`src/design/ppe_pkg.sv`:
```
package ppe_pkg;

  localparam int unsigned NCOLS       = 8;
  localparam int unsigned NENTRIES    = 64;
  localparam int unsigned CHAN_W      = 8;
  localparam int unsigned DIM_W       = 9;
  localparam int unsigned IDX_W       = 6;
  localparam int unsigned IN_TDATA_W  = 40;
  localparam int unsigned OUT_TDATA_W = 56;
  localparam int unsigned CFG_ADDR_W  = 4;
  localparam int unsigned CFG_DATA_W  = 32;
  localparam int unsigned QDEPTH      = 2;

  localparam logic [1:0] REG_BLANK_LEVEL = 2'd0;
  localparam logic [1:0] REG_DIM_LEVEL   = 2'd1;
  localparam logic [1:0] REG_HIGH_SCAN   = 2'd2;

  localparam logic [CHAN_W-1:0] CHAN_FULL = 8'hff;
  localparam logic [IDX_W-1:0]  LAST_IDX  = 6'd63;

  // One classified register set, as handed from front to back
  typedef struct packed {
    logic [NCOLS-1:0][2:0] code;
    logic [NCOLS-1:0]      prio;
    logic                  black_en;
    logic [2:0]            black_row;
  } ppe_set_t;

  typedef struct packed {
    logic full;
    logic empty;
  } ppe_qstat_t;

  typedef struct packed {
    logic [CHAN_W-1:0] blank_level;
    logic [DIM_W-1:0]  dim_level;
    logic              high_scan;
  } ppe_cfg_t;

endpackage

```
`src/design/ppe_front.sv`:
```
module ppe_front (
  input  logic                                 in_tvalid,
  output logic                                 in_tready,
  input  logic [ppe_pkg::IN_TDATA_W-1:0]       in_tdata,
  input  ppe_pkg::ppe_qstat_t                  qstat,
  output logic                                 push,
  output ppe_pkg::ppe_set_t                    push_set
);
  import ppe_pkg::*;

  logic [7:0] blue;
  logic [7:0] red;
  logic [7:0] green;
  logic [7:0] prio;
  logic [3:0] black;

  assign blue  = in_tdata[7:0];
  assign red   = in_tdata[15:8];
  assign green = in_tdata[23:16];
  assign prio  = in_tdata[31:24];
  assign black = in_tdata[35:32];

  assign in_tready = !qstat.full;
  assign push      = in_tvalid && !qstat.full;

  always_comb begin
    for (int c = 0; c < NCOLS; c++) begin
      push_set.code[c] = {green[c], red[c], blue[c]};
    end
    push_set.prio      = prio;
    // codes 8 and below force nothing; 8 maps to row 0, which ignores it
    push_set.black_en  = black[3];
    push_set.black_row = black[2:0];
  end

endmodule

```
`src/design/ppe_queue.sv`:
```
module ppe_queue (
  input  logic               clk,
  input  logic               rst_n,
  input  logic               push,
  input  ppe_pkg::ppe_set_t  push_set,
  input  logic               pop,
  output ppe_pkg::ppe_set_t  head_set,
  output ppe_pkg::ppe_qstat_t qstat
);
  import ppe_pkg::*;

  ppe_set_t   slot_r [QDEPTH];
  logic       wr_ptr_r, wr_ptr_nxt;
  logic       rd_ptr_r, rd_ptr_nxt;
  logic [1:0] count_r, count_nxt;

  assign qstat.full  = (count_r == 2'(QDEPTH));
  assign qstat.empty = (count_r == 2'd0);
  assign head_set    = slot_r[rd_ptr_r];

  always_comb begin
    wr_ptr_nxt = push ? !wr_ptr_r : wr_ptr_r;
    rd_ptr_nxt = pop ? !rd_ptr_r : rd_ptr_r;
    count_nxt  = count_r + 2'(push) - 2'(pop);
  end

  always_ff @(posedge clk) begin
    if (!rst_n) begin
      wr_ptr_r <= 1'b0;
      rd_ptr_r <= 1'b0;
      count_r  <= 2'd0;
    end else begin
      wr_ptr_r <= wr_ptr_nxt;
      rd_ptr_r <= rd_ptr_nxt;
      count_r  <= count_nxt;
    end
  end

  always_ff @(posedge clk) begin
    if (push) begin
      slot_r[wr_ptr_r] <= push_set;
    end
  end

  a_no_pop_empty: assert property (@(posedge clk) disable iff (!rst_n)
    pop |-> !qstat.empty) else $error("queue popped while empty");

  a_count_bound: assert property (@(posedge clk) disable iff (!rst_n)
    count_r <= 2'(QDEPTH)) else $error("queue count overflow");

endmodule

```
`src/design/ppe_back.sv`:
```
module ppe_back (
  input  logic                              clk,
  input  logic                              rst_n,
  input  ppe_pkg::ppe_cfg_t                 cfg,
  input  ppe_pkg::ppe_set_t                 head_set,
  input  ppe_pkg::ppe_qstat_t               qstat,
  output logic                              pop,
  output logic                              out_tvalid,
  input  logic                              out_tready,
  // tdata: entry_index[5:0], main_red, main_green, main_blue,
  //        alt_red, alt_green, alt_blue (8 bits each), zero pad [55:54]
  output logic [ppe_pkg::OUT_TDATA_W-1:0]   out_tdata,
  output logic                              out_tlast
);
  import ppe_pkg::*;

  logic [IDX_W-1:0] cnt_r, cnt_nxt;
  logic             valid_r, valid_nxt;
  logic [IDX_W-1:0] idx_r;
  logic [CHAN_W-1:0] main_r [3];
  logic [CHAN_W-1:0] alt_r [3];
  logic             last_r;

  logic              advance;
  logic              fire;
  logic [2:0]        row;
  logic [2:0]        col;
  logic [2:0]        colour;
  logic [CHAN_W-1:0] chan [3];
  logic [CHAN_W-1:0] dimmed [3];
  logic [CHAN_W+DIM_W-1:0] prod [3];

  assign row     = cnt_r[5:3];
  assign col     = cnt_r[2:0];
  assign advance = !valid_r || out_tready;
  assign fire    = advance && !qstat.empty;
  assign pop     = fire && (cnt_r == LAST_IDX);

  always_comb begin
    if (row == 3'd0 || head_set.prio[col]) begin
      colour = head_set.code[col];
    end else if (head_set.black_en && head_set.black_row == row) begin
      colour = 3'd0;
    end else begin
      colour = row;
    end
    // channel order: red, green, blue
    if (colour == 3'd0) begin
      chan[0] = cfg.blank_level;
      chan[1] = cfg.blank_level;
      chan[2] = cfg.blank_level;
    end else begin
      chan[0] = colour[1] ? CHAN_FULL : '0;
      chan[1] = colour[2] ? CHAN_FULL : '0;
      chan[2] = colour[0] ? CHAN_FULL : '0;
    end
    for (int n = 0; n < 3; n++) begin
      prod[n]   = {{DIM_W{1'b0}}, chan[n]} * {{CHAN_W{1'b0}}, cfg.dim_level};
      // keep the low byte of the shifted product: a factor above 256 can wrap
      dimmed[n] = prod[n][2*CHAN_W-1:CHAN_W];
    end
    cnt_nxt   = fire ? cnt_r + 1'b1 : cnt_r;
    valid_nxt = advance ? !qstat.empty : valid_r;
  end

  always_ff @(posedge clk) begin
    if (!rst_n) begin
      cnt_r   <= '0;
      valid_r <= 1'b0;
    end else begin
      cnt_r   <= cnt_nxt;
      valid_r <= valid_nxt;
    end
  end

  always_ff @(posedge clk) begin
    if (fire) begin
      idx_r  <= cnt_r;
      last_r <= (cnt_r == LAST_IDX);
      for (int n = 0; n < 3; n++) begin
        main_r[n] <= chan[n];
        alt_r[n]  <= cfg.high_scan ? chan[n] : dimmed[n];
      end
    end
  end

  assign out_tvalid = valid_r;
  assign out_tlast  = last_r;
  assign out_tdata  = {2'b00, alt_r[2], alt_r[1], alt_r[0],
                       main_r[2], main_r[1], main_r[0], idx_r};

  a_last_on_final: assert property (@(posedge clk) disable iff (!rst_n)
    out_tvalid |-> (out_tlast == (out_tdata[IDX_W-1:0] == LAST_IDX)))
    else $error("tlast does not match final entry");

  a_index_steps: assert property (@(posedge clk) disable iff (!rst_n)
    (out_tvalid && out_tready && !out_tlast) |=>
      (!out_tvalid || out_tdata[IDX_W-1:0] == $past(out_tdata[IDX_W-1:0]) + 1'b1))
    else $error("entry index skipped or repeated");

endmodule

```
`src/design/plane_palette_priority_expand_unit.sv`:
```
// Palette expander: each request on the input stream carries one set of plane masks,
// priority mask and black code, and produces 64 palette entries in ascending index
// order, one per clock while the output is taken; out_tvalid for the first entry rises
// once the request is in the queue and the first entry is registered at the output.
// A two-deep queue holds the set being expanded and one more set waiting behind it,
// so a new request is taken while the current run streams out and
// runs follow each other with no gap. Each entry gives a main colour
// and a scanline colour (dimmed by dim_level unless high_scan_mode is set). Registers
// sit at byte addresses 0 (blank_level), 4 (dim_level) and 8 (high_scan_mode); write
// them only while no run is in progress.
module plane_palette_priority_expand_unit (
  input  logic                              clk,
  input  logic                              rst_n,
  input  logic                              in_tvalid,
  output logic                              in_tready,
  // tdata: blue_plane[7:0], red_plane[15:8], green_plane[23:16],
  //        priority_mask[31:24], black_code[35:32], zero pad [39:36]
  input  logic [ppe_pkg::IN_TDATA_W-1:0]    in_tdata,
  output logic                              out_tvalid,
  input  logic                              out_tready,
  // tdata: entry_index[5:0], main_red, main_green, main_blue,
  //        alt_red, alt_green, alt_blue (8 bits each), zero pad [55:54]
  output logic [ppe_pkg::OUT_TDATA_W-1:0]   out_tdata,
  output logic                              out_tlast,
  input  logic                              cfg_psel,
  input  logic                              cfg_penable,
  input  logic                              cfg_pwrite,
  input  logic [ppe_pkg::CFG_ADDR_W-1:0]    cfg_paddr,
  input  logic [ppe_pkg::CFG_DATA_W-1:0]    cfg_pwdata,
  output logic [ppe_pkg::CFG_DATA_W-1:0]    cfg_prdata,
  output logic                              cfg_pready
);
  import ppe_pkg::*;

  ppe_cfg_t   cfg_r;
  ppe_cfg_t   cfg_nxt;
  logic       wr_en;
  logic [1:0] reg_sel;

  ppe_set_t   push_set;
  ppe_set_t   head_set;
  ppe_qstat_t qstat;
  logic       push;
  logic       pop;

  assign cfg_pready = 1'b1;
  assign wr_en      = cfg_psel && cfg_penable && cfg_pwrite && cfg_pready;
  assign reg_sel    = cfg_paddr[3:2];

  always_comb begin
    cfg_nxt = cfg_r;
    if (wr_en) begin
      case (reg_sel)
        REG_BLANK_LEVEL: cfg_nxt.blank_level = cfg_pwdata[CHAN_W-1:0];
        REG_DIM_LEVEL:   cfg_nxt.dim_level   = cfg_pwdata[DIM_W-1:0];
        REG_HIGH_SCAN:   cfg_nxt.high_scan   = cfg_pwdata[0];
        default:         cfg_nxt = cfg_r;
      endcase
    end
    case (reg_sel)
      REG_BLANK_LEVEL: cfg_prdata = {{(CFG_DATA_W-CHAN_W){1'b0}}, cfg_r.blank_level};
      REG_DIM_LEVEL:   cfg_prdata = {{(CFG_DATA_W-DIM_W){1'b0}}, cfg_r.dim_level};
      REG_HIGH_SCAN:   cfg_prdata = {{(CFG_DATA_W-1){1'b0}}, cfg_r.high_scan};
      default:         cfg_prdata = '0;
    endcase
  end

  always_ff @(posedge clk) begin
    if (!rst_n) begin
      cfg_r <= '0;
    end else begin
      cfg_r <= cfg_nxt;
    end
  end

  ppe_front u_front (
    .in_tvalid (in_tvalid),
    .in_tready (in_tready),
    .in_tdata  (in_tdata),
    .qstat     (qstat),
    .push      (push),
    .push_set  (push_set)
  );

  ppe_queue u_queue (
    .clk      (clk),
    .rst_n    (rst_n),
    .push     (push),
    .push_set (push_set),
    .pop      (pop),
    .head_set (head_set),
    .qstat    (qstat)
  );

  ppe_back u_back (
    .clk        (clk),
    .rst_n      (rst_n),
    .cfg        (cfg_r),
    .head_set   (head_set),
    .qstat      (qstat),
    .pop        (pop),
    .out_tvalid (out_tvalid),
    .out_tready (out_tready),
    .out_tdata  (out_tdata),
    .out_tlast  (out_tlast)
  );

endmodule

```
`config.mk`:
```
export PLATFORM = sky130hd
export DESIGN_NAME = plane_palette_priority_expand_unit
export DESIGN_NICKNAME = d
export VERILOG_FILES = /design/src/design/ppe_pkg.sv /design/src/design/ppe_front.sv /design/src/design/ppe_queue.sv /design/src/design/ppe_back.sv /design/src/design/plane_palette_priority_expand_unit.sv
export SDC_FILE = /design/constraint.sdc
export NUM_CORES = 1
export LEC_CHECK = 0
export ABC_CLOCK_PERIOD_IN_PS = 17200
export BUFFER_PORTS_ARGS = -buffer_cell sky130_fd_sc_hd__buf_2
export CORE_ASPECT_RATIO = 0.7
export CORE_MARGIN = 3
export CORE_UTILIZATION = 60
export DETAILED_ROUTE_END_ITERATION = 6
export GPL_ROUTABILITY_DRIVEN = 0
export PLACE_DENSITY = 0.83
export SYNTH_ARGS = -nofsm -noshare
export SYNTH_HDL_FRONTEND = slang
export SYNTH_SLANG_ARGS = --single-unit
```
`constraint.sdc`:
```
create_clock -name clk -period 17.2 [get_ports clk]
set_input_delay 0 -clock clk [delete_from_list [all_inputs] [get_ports clk]]
set_output_delay 0 -clock clk [all_outputs]
set_load 0.02 [all_outputs]
```
==> metrics.yaml, run 1 <==
portBuffers: 119
vias_in_the_first_global_route: 9356
rsz0062_at_grt: "no"
die_h_um: 129
outcome: "complete, no violations"
wl_per_cell_um: 18.4
max_stage_delay_ns: 0.87
critical_path.reg2reg.startpoint: "u_back.cnt_r[1]"
total_area_of_multi_input_combinational_cells_um2: 7620
p_leak_nw: 7.02
netlist-cell-type-count: 66
place.detailed.hpwl_um: 20800
netlist_instances: 1209
drtIter0Drc: 776
die_width_um: 182
antenna_cells: 0
timing.max_slew.rel_slack: 0.265
mappedNetlistArea_um2: 13000
fp.dieArea_um2: 23500
cp_startpoint_kind: "register"
grt_pass1_wl_um: 48900
drt_first_pass_iters: 5
crit_path_max_fo: 18
cap_violations: 0
path_clk_slew_ns: 0.06
grt_util_all_layers: 0.265
maximum_number_of_pins_on_one_net_before_global_route_repair: 61
worst-endpoint-arrival_ns: 8.51
area_delta_synth_final_pct: 13.7
avgSynthCellArea_um2: 10.8
setup_viol_count_final: 0
mostFrequentLayoutCell: "sky130_fd_sc_hd__inv_1"
floorplan.io_pins: 175
finalHoldViolations: 0
antenna_found_initial: 0
period_minus_slack_ns: 8.32
clock_skew_ns: 0.0118
layoutNonFillerInstCount: 1633
grt_remaining_overflow: 0
drive_above_1_share: 0.143
setup.worst_path.end: "u_back.alt_r[0][23]"
vias_per_cell: 5.57
cts_post_setup_buffers_inserted: 0
wl_um: 30100
share_of_flip_flops_with_an_asynchronous_set_or_reset_after_synthesis: 0
hp-class: "primary input to register"
critical_path_class: "register to register"
seq_area_frac_synth: 0.339
postCtsResizedCells: 0
cts_htree_levels: 4
timing.reg2reg.setup_slack_ns: 8.88
detailroute.via_count: 9097
insertion_delay_ns: 0.44
synth.top_cells.by_area: "sky130_fd_sc_hd__edfxtp_1, sky130_fd_sc_hd__fa_1, sky130_fd_sc_hd__ha_1"
initial_utilization: 0.618
placed_cells: 1555
fin_nets: 1646
cts_num_sinks: 157
dominantRegCellSynth: "sky130_fd_sc_hd__edfxtp_1"
cp-end-kind: "register"
clock-root-buffer: "sky130_fd_sc_hd__clkbuf_16"
crit_path_frequent_cell: "sky130_fd_sc_hd__fa_1"
drv_slew: 0
ff_latch_area_um2: 4410
numCtsBuffers: 17
tritoncts: "yes"
synth_top_area_frac: 0.293
synth_largest_area_cell: "sky130_fd_sc_hd__edfxtp_1"
remaining_drc_errors: 0
period_share: 0.484
ys_warn_count: 0
timing.fmax_ghz: 0.120
max-vdd-ir-drop_mv: 0.0627
totalNegativeSetupSlack_ns: 0
worst_setup_path_startpoint: "u_back.cnt_r[1]"
layout_common_cells: "sky130_fd_sc_hd__inv_1, sky130_fd_sc_hd__and2_1, sky130_fd_sc_hd__edfxtp_1, sky130_fd_sc_hd__fa_1, sky130_fd_sc_hd__buf_2"
worst-endpoint-required_ns: 17.39
worstReg2RegEnd: "u_back.alt_r[0][23]"
worst-r2r-cell-count: 26
tightestPinTransition_ns: 1.10
placeable_area_um2: 21000
critPathSlowestCell: "sky130_fd_sc_hd__dfxtp_1"
synthesis_stage_register_bit_count: 157
final.fill_count: 1524
placementRows: 44
antenna_violating_nets_post_route: 0
cts_max_path_buffers: 2
pwr_density_cell_nw_per_um2: 77.4
synth_edf_count: 127
## synthesized netlist by cell type, types with 6 or more instances
| library cell | n |
|---|---|
| sky130_fd_sc_hd__fa_1 | 120 |
| sky130_fd_sc_hd__nand2_1 | 106 |
| sky130_fd_sc_hd__nor2_1 | 30 |
| sky130_fd_sc_hd__clkbuf_1 | 45 |
| sky130_fd_sc_hd__xnor2_1 | 28 |
| sky130_fd_sc_hd__buf_2 | 12 |
| sky130_fd_sc_hd__a21o_1 | 20 |
| sky130_fd_sc_hd__o21a_1 | 12 |
| sky130_fd_sc_hd__inv_1 | 171 |
| sky130_fd_sc_hd__ha_1 | 99 |
| sky130_fd_sc_hd__or3_1 | 6 |
| sky130_fd_sc_hd__edfxtp_1 | 127 |
| sky130_fd_sc_hd__a21oi_1 | 23 |
| sky130_fd_sc_hd__xor2_1 | 12 |
| sky130_fd_sc_hd__o21ai_0 | 15 |
| sky130_fd_sc_hd__nand3_1 | 11 |
| sky130_fd_sc_hd__nor2b_1 | 43 |
| sky130_fd_sc_hd__dfxtp_1 | 30 |
| sky130_fd_sc_hd__and2_1 | 135 |
| sky130_fd_sc_hd__nor3_1 | 7 |
| sky130_fd_sc_hd__mux2i_1 | 40 |
| sky130_fd_sc_hd__buf_4 | 26 |
| sky130_fd_sc_hd__mux4_2 | 14 |
## stage by stage
step | hold WS, ns | util | worst slack, ns | cell area (um^2) | power, mW
after floorplan | 0.0989 | - | 10.08 | 13100 | 0.658
after global placement | 0.188 | 0.652 | 9.19 | 13700 | 0.731
after detailed placement | 0.192 | 0.652 | 9.11 | 13700 | 0.739
after CTS | 0.0462 | 0.703 | 9.02 | 14800 | 1.14
after global routing | 0.0858 | 0.703 | 8.47 | 14800 | 1.19
final | 0.0709 | 0.703 | 8.88 | 14800 | 1.14
## registers in the layout, summed over array words and instances (netlist names), named ones only
register and flops:
u_queue.slot_r 72, u_back.alt_r 24, u_back.main_r 24, cfg_r 18
u_back.cnt_r 6, u_back.idx_r 6, u_queue.count_r 2, u_back.out_tlast 1
u_back.out_tvalid 1, u_queue.rd_ptr_r 1, u_queue.wr_ptr_r 1
## repair_timing
action | 4_1_cts | 5_1_grt
setup endpoints to repair | 0 | 0
hold buffers | 46 | 0
endpoints found under the hold margin | 91 | 0
## logic make-up (layout without fill, tap and decap cells)
| logic type | count (synthesis) | count (layout) | synth area share |
|---|---|---|---|
| buf+inv | 258 | 382 | 0.0831 |
| mux | 58 | 58 | 0.0585 |
| compound gates | 111 | 111 | 0.0622 |
| simple gates | 363 | 363 | 0.148 |
| xor+xnor | 41 | 41 | 0.0282 |
| flops | 157 | 157 | 0.339 |
| other cells | 2 | 26 | 0.000578 |
| fa+ha+maj | 219 | 219 | 0.280 |
## layout make-up
| type | count | area share |
|---|---|---|
| clock buffer | 17 | 0.0288 |
| multi-input combinational | 818 | 0.515 |
| tap | 276 | 0.0234 |
| inverter | 173 | 0.0439 |
| clock inverter | 15 | 0.0122 |
| sequential | 157 | 0.299 |
| timing repair buffer | 177 | 0.0775 |
## layer usage
metal	share of wire	wire, um	GRT usage	vias to the layer above
met5	0	0	0	-
met3	0.071	2130	0.0446	49
met1	0.44	13400	0.378	4497
li1	-	-	-	4172
met4	0.018	531	0.0725	0
met2	0.47	14100	0.428	379
## worst max-delay path: cells and delay by family, from the launching register on
family,cells,cell delay [ns]
AO/OA/AOI/OAI,6,1.81
XOR/XNOR,1,0.21
adder cells (fa/ha/maj),5,2.20
buffers and inverters,3,0.17
flip-flops,1,0.87
multiplexers,3,1.15
AND/OR/NAND/NOR,8,1.67
## report_power, final
part           internal (mW)  switching, mW  total [mW]
logic                 0.0780          0.192       0.270
registers              0.461         0.0158       0.477
clock network          0.230          0.167       0.397
total                  0.769          0.375        1.14
## worst min path at each step
stage / startpoint / endpoint / slack, ns / depth (start not counted)
final: rst_n / u_queue.wr_ptr_r / 0.07 / 2
after global routing: rst_n / u_back.out_tvalid / 0.09 / 2
after CTS: rst_n / u_back.out_tvalid / 0.05 / 2
after detailed placement: in_tdata[27] / u_queue.slot_r[1][7] / 0.19 / 1
after global placement: in_tdata[15] / u_queue.slot_r[0][34] / 0.19 / 1
after floorplan: in_tdata[32] / u_queue.slot_r[0][0] / 0.1 / 0
No activity file was read; power rests on OpenSTA's default activity.
==> run 2: changes to the inputs <==
- ABC_CLOCK_PERIOD_IN_PS: 17200 -> 7400
- CORE_UTILIZATION: 60 -> 54
- PLACE_DENSITY: 0.83 -> 0.78
- clock period: 17.2 -> 7.4 ns (I/O delays scaled with it)
==> metrics.yaml, run 2 (same netlist as run 1, synthesis figures left out) <==
setup_viol_count_final: 0
routed-wl-met2_um: 13800
layoutNonFillerInstCount: 1704
cap_violations: 0
placementRows: 46
fin_util: 0.657
totalNegativeSetupSlack_ns: 0
remaining_drc_errors: 0
post_layout_instance_area_um2: 15200
met3_length_um: 1920
fin_nets: 1680
portBuffers: 119
cts_num_sinks: 157
path_clk_slew_ns: 0.07
drtIter0Drc: 588
ff_latch_area_um2: 4420
total_area_of_multi_input_combinational_cells_um2: 7720
cts_max_path_buffers: 2
timing.fmax_ghz: 0.140
drive_above_1_share: 0.182
area_delta_synth_final_pct: 16.9
crit_path_max_fo: 12
tritoncts: "yes"
clock-root-buffer: "sky130_fd_sc_hd__clkbuf_16"
placeable_area_um2: 23100
cp-end-kind: "register"
cts_htree_levels: 4
hp-class: "primary input to register"
leading_registers_by_flop_count: "u_queue.slot_r x72, u_back.alt_r x24, u_back.main_r x24"
worst-endpoint-arrival_ns: 7.29
critical_path_class: "register to register"
wl_met1_um: 13900
drt_first_pass_iters: 5
timing.max_slew.rel_slack: 0.259
drv_slew: 0
cp_startpoint_kind: "register"
placed_cell_area_um2: 14000
antenna_found_initial: 1
insertion_delay_ns: 0.44
max-vdd-ir-drop_mv: 0.165
fp.dieArea_um2: 26000
die_h_um: 136
hold_path_startpoint: "in_tvalid"
worst-endpoint-required_ns: 7.56
layout_common_cells: "sky130_fd_sc_hd__inv_1, sky130_fd_sc_hd__and2_1, sky130_fd_sc_hd__edfxtp_1, sky130_fd_sc_hd__fa_1, sky130_fd_sc_hd__buf_2"
grt_pass1_wl_um: 49900
registers.top_by_ff_count: "u_queue.slot_r"
initial_utilization: 0.562
p_leak_nw: 7.21
finalHoldViolations: 0
mostFrequentLayoutCell: "sky130_fd_sc_hd__inv_1"
antenna_violating_nets_post_route: 0
vias_per_cell: 5.34
worst_setup_slack_post_dpl_ns: 0.0332
place.detailed.hpwl_um: 21600
floorplan.io_pins: 175
maximum_number_of_pins_on_one_net_before_global_route_repair: 61
pwr_density_cell_nw_per_um2: 179
grt_remaining_overflow: 0
placed_cells: 1622
period_share: 0.964
clock_skew_ns: 0.0128
detailroute.via_count: 9095
highest_layer: "met4"
worst_slack_ns: 0.267
tightestPinTransition_ns: 1.11
numCtsBuffers: 17
final.fill_count: 1781
wl_per_cell_um: 17.7
period_minus_slack_ns: 7.13
max_reg_flops: 72
vias_in_the_first_global_route: 9531
wl_um: 30200
outcome: "complete, no violations"
grt_util_all_layers: 0.248
die_width_um: 191
run 2: cell count changes in the layout (fill, tap and decap cells not counted), moves of 3 or more:
cell and delta:
sky130_fd_sc_hd__a21o_4 +3, sky130_fd_sc_hd__a21o_2 +3, sky130_fd_sc_hd__buf_4 +32, sky130_fd_sc_hd__o21a_1 -3
sky130_fd_sc_hd__clkinv_1 -3, sky130_fd_sc_hd__a21o_1 -6
run 2: critical path: stages (launching register included):
cell	delay (ns)
sky130_fd_sc_hd__dfxtp_2	0.35
sky130_fd_sc_hd__buf_12	0.16
sky130_fd_sc_hd__mux4_2	0.51
sky130_fd_sc_hd__mux2_2	0.29
sky130_fd_sc_hd__or3_1	0.40
sky130_fd_sc_hd__and2_1	0.23
sky130_fd_sc_hd__a21oi_4	0.20
sky130_fd_sc_hd__buf_6	0.17
sky130_fd_sc_hd__a21o_4	0.17
sky130_fd_sc_hd__nand2_1	0.09
sky130_fd_sc_hd__fa_1	0.56
sky130_fd_sc_hd__inv_1	0.06
sky130_fd_sc_hd__fa_1	0.47
sky130_fd_sc_hd__fa_1	0.52
sky130_fd_sc_hd__inv_1	0.05
sky130_fd_sc_hd__fa_1	0.47
sky130_fd_sc_hd__inv_1	0.06
sky130_fd_sc_hd__ha_1	0.21
sky130_fd_sc_hd__or3_1	0.42
sky130_fd_sc_hd__nor2_2	0.18
sky130_fd_sc_hd__nand3_1	0.14
sky130_fd_sc_hd__o21a_2	0.27
sky130_fd_sc_hd__a211oi_2	0.19
sky130_fd_sc_hd__nor3_1	0.11
sky130_fd_sc_hd__xnor2_2	0.29
sky130_fd_sc_hd__mux2i_1	0.23
sky130_fd_sc_hd__a221oi_1	0.06
run 2: final timing paths:
| path | to | slack (ns) | cells past startpoint |
|---|---|---|---|
| worst max-delay path | u_back.alt_r[0][7] | 0.27 | 26 |
| worst min-delay path | u_queue.wr_ptr_r | 0.08 | 4 |
| worst max register to register | u_back.alt_r[0][7] | 0.27 | 26 |
| worst min register to register | u_back.out_tvalid | 0.52 | 1 |
run 2: per-layer routing:
| layer | vias to the layer above | GRT usage |
|---|---|---|
| li1 | 4242 | - |
| met1 | 4524 | 0.362 |
| met5 | - | 0 |
| met4 | 0 | 0.0798 |
| met2 | 288 | 0.375 |
| met3 | 41 | 0.0503 |
run 2: through the flow:
stage	total power [mW]	hold WS [ns]
6_report	2.72	0.0790
2_1_floorplan	1.53	0.0989
3_5_place_dp	1.78	0.194
5_1_grt	2.84	0.102
3_3_place_gp	1.76	0.189
4_1_cts	2.71	0.0631
run 2: cell type report:
class / instances / share of cell area
Multi-Input combinational cell: 818 / 0.508
Sequential cell: 157 / 0.291
Timing Repair Buffer: 211 / 0.0933
Inverter: 173 / 0.0427
Clock buffer: 17 / 0.0280
Tap cell: 312 / 0.0257
Clock inverter: 15 / 0.0119
Antenna cell: 1 / 0.000165
run 2: timing repair:
action                                 4_1_cts  5_1_grt
setup endpoints to repair                    1       10
endpoints found under the hold margin       91        0
resized for setup                            1       29
setup buffers                                0        3
hold buffers                                46        0
pin swaps                                    1        6
run 2: where the power goes:
group / internal (mW) / leakage (nW) / total [mW] / switching [mW]
registers: 1.07 / 1.45 / 1.10 / 0.0332
clock network: 0.511 / 0.298 / 0.909 / 0.398
logic: 0.249 / 5.47 / 0.706 / 0.458
total: 1.83 / 7.21 / 2.72 / 0.889
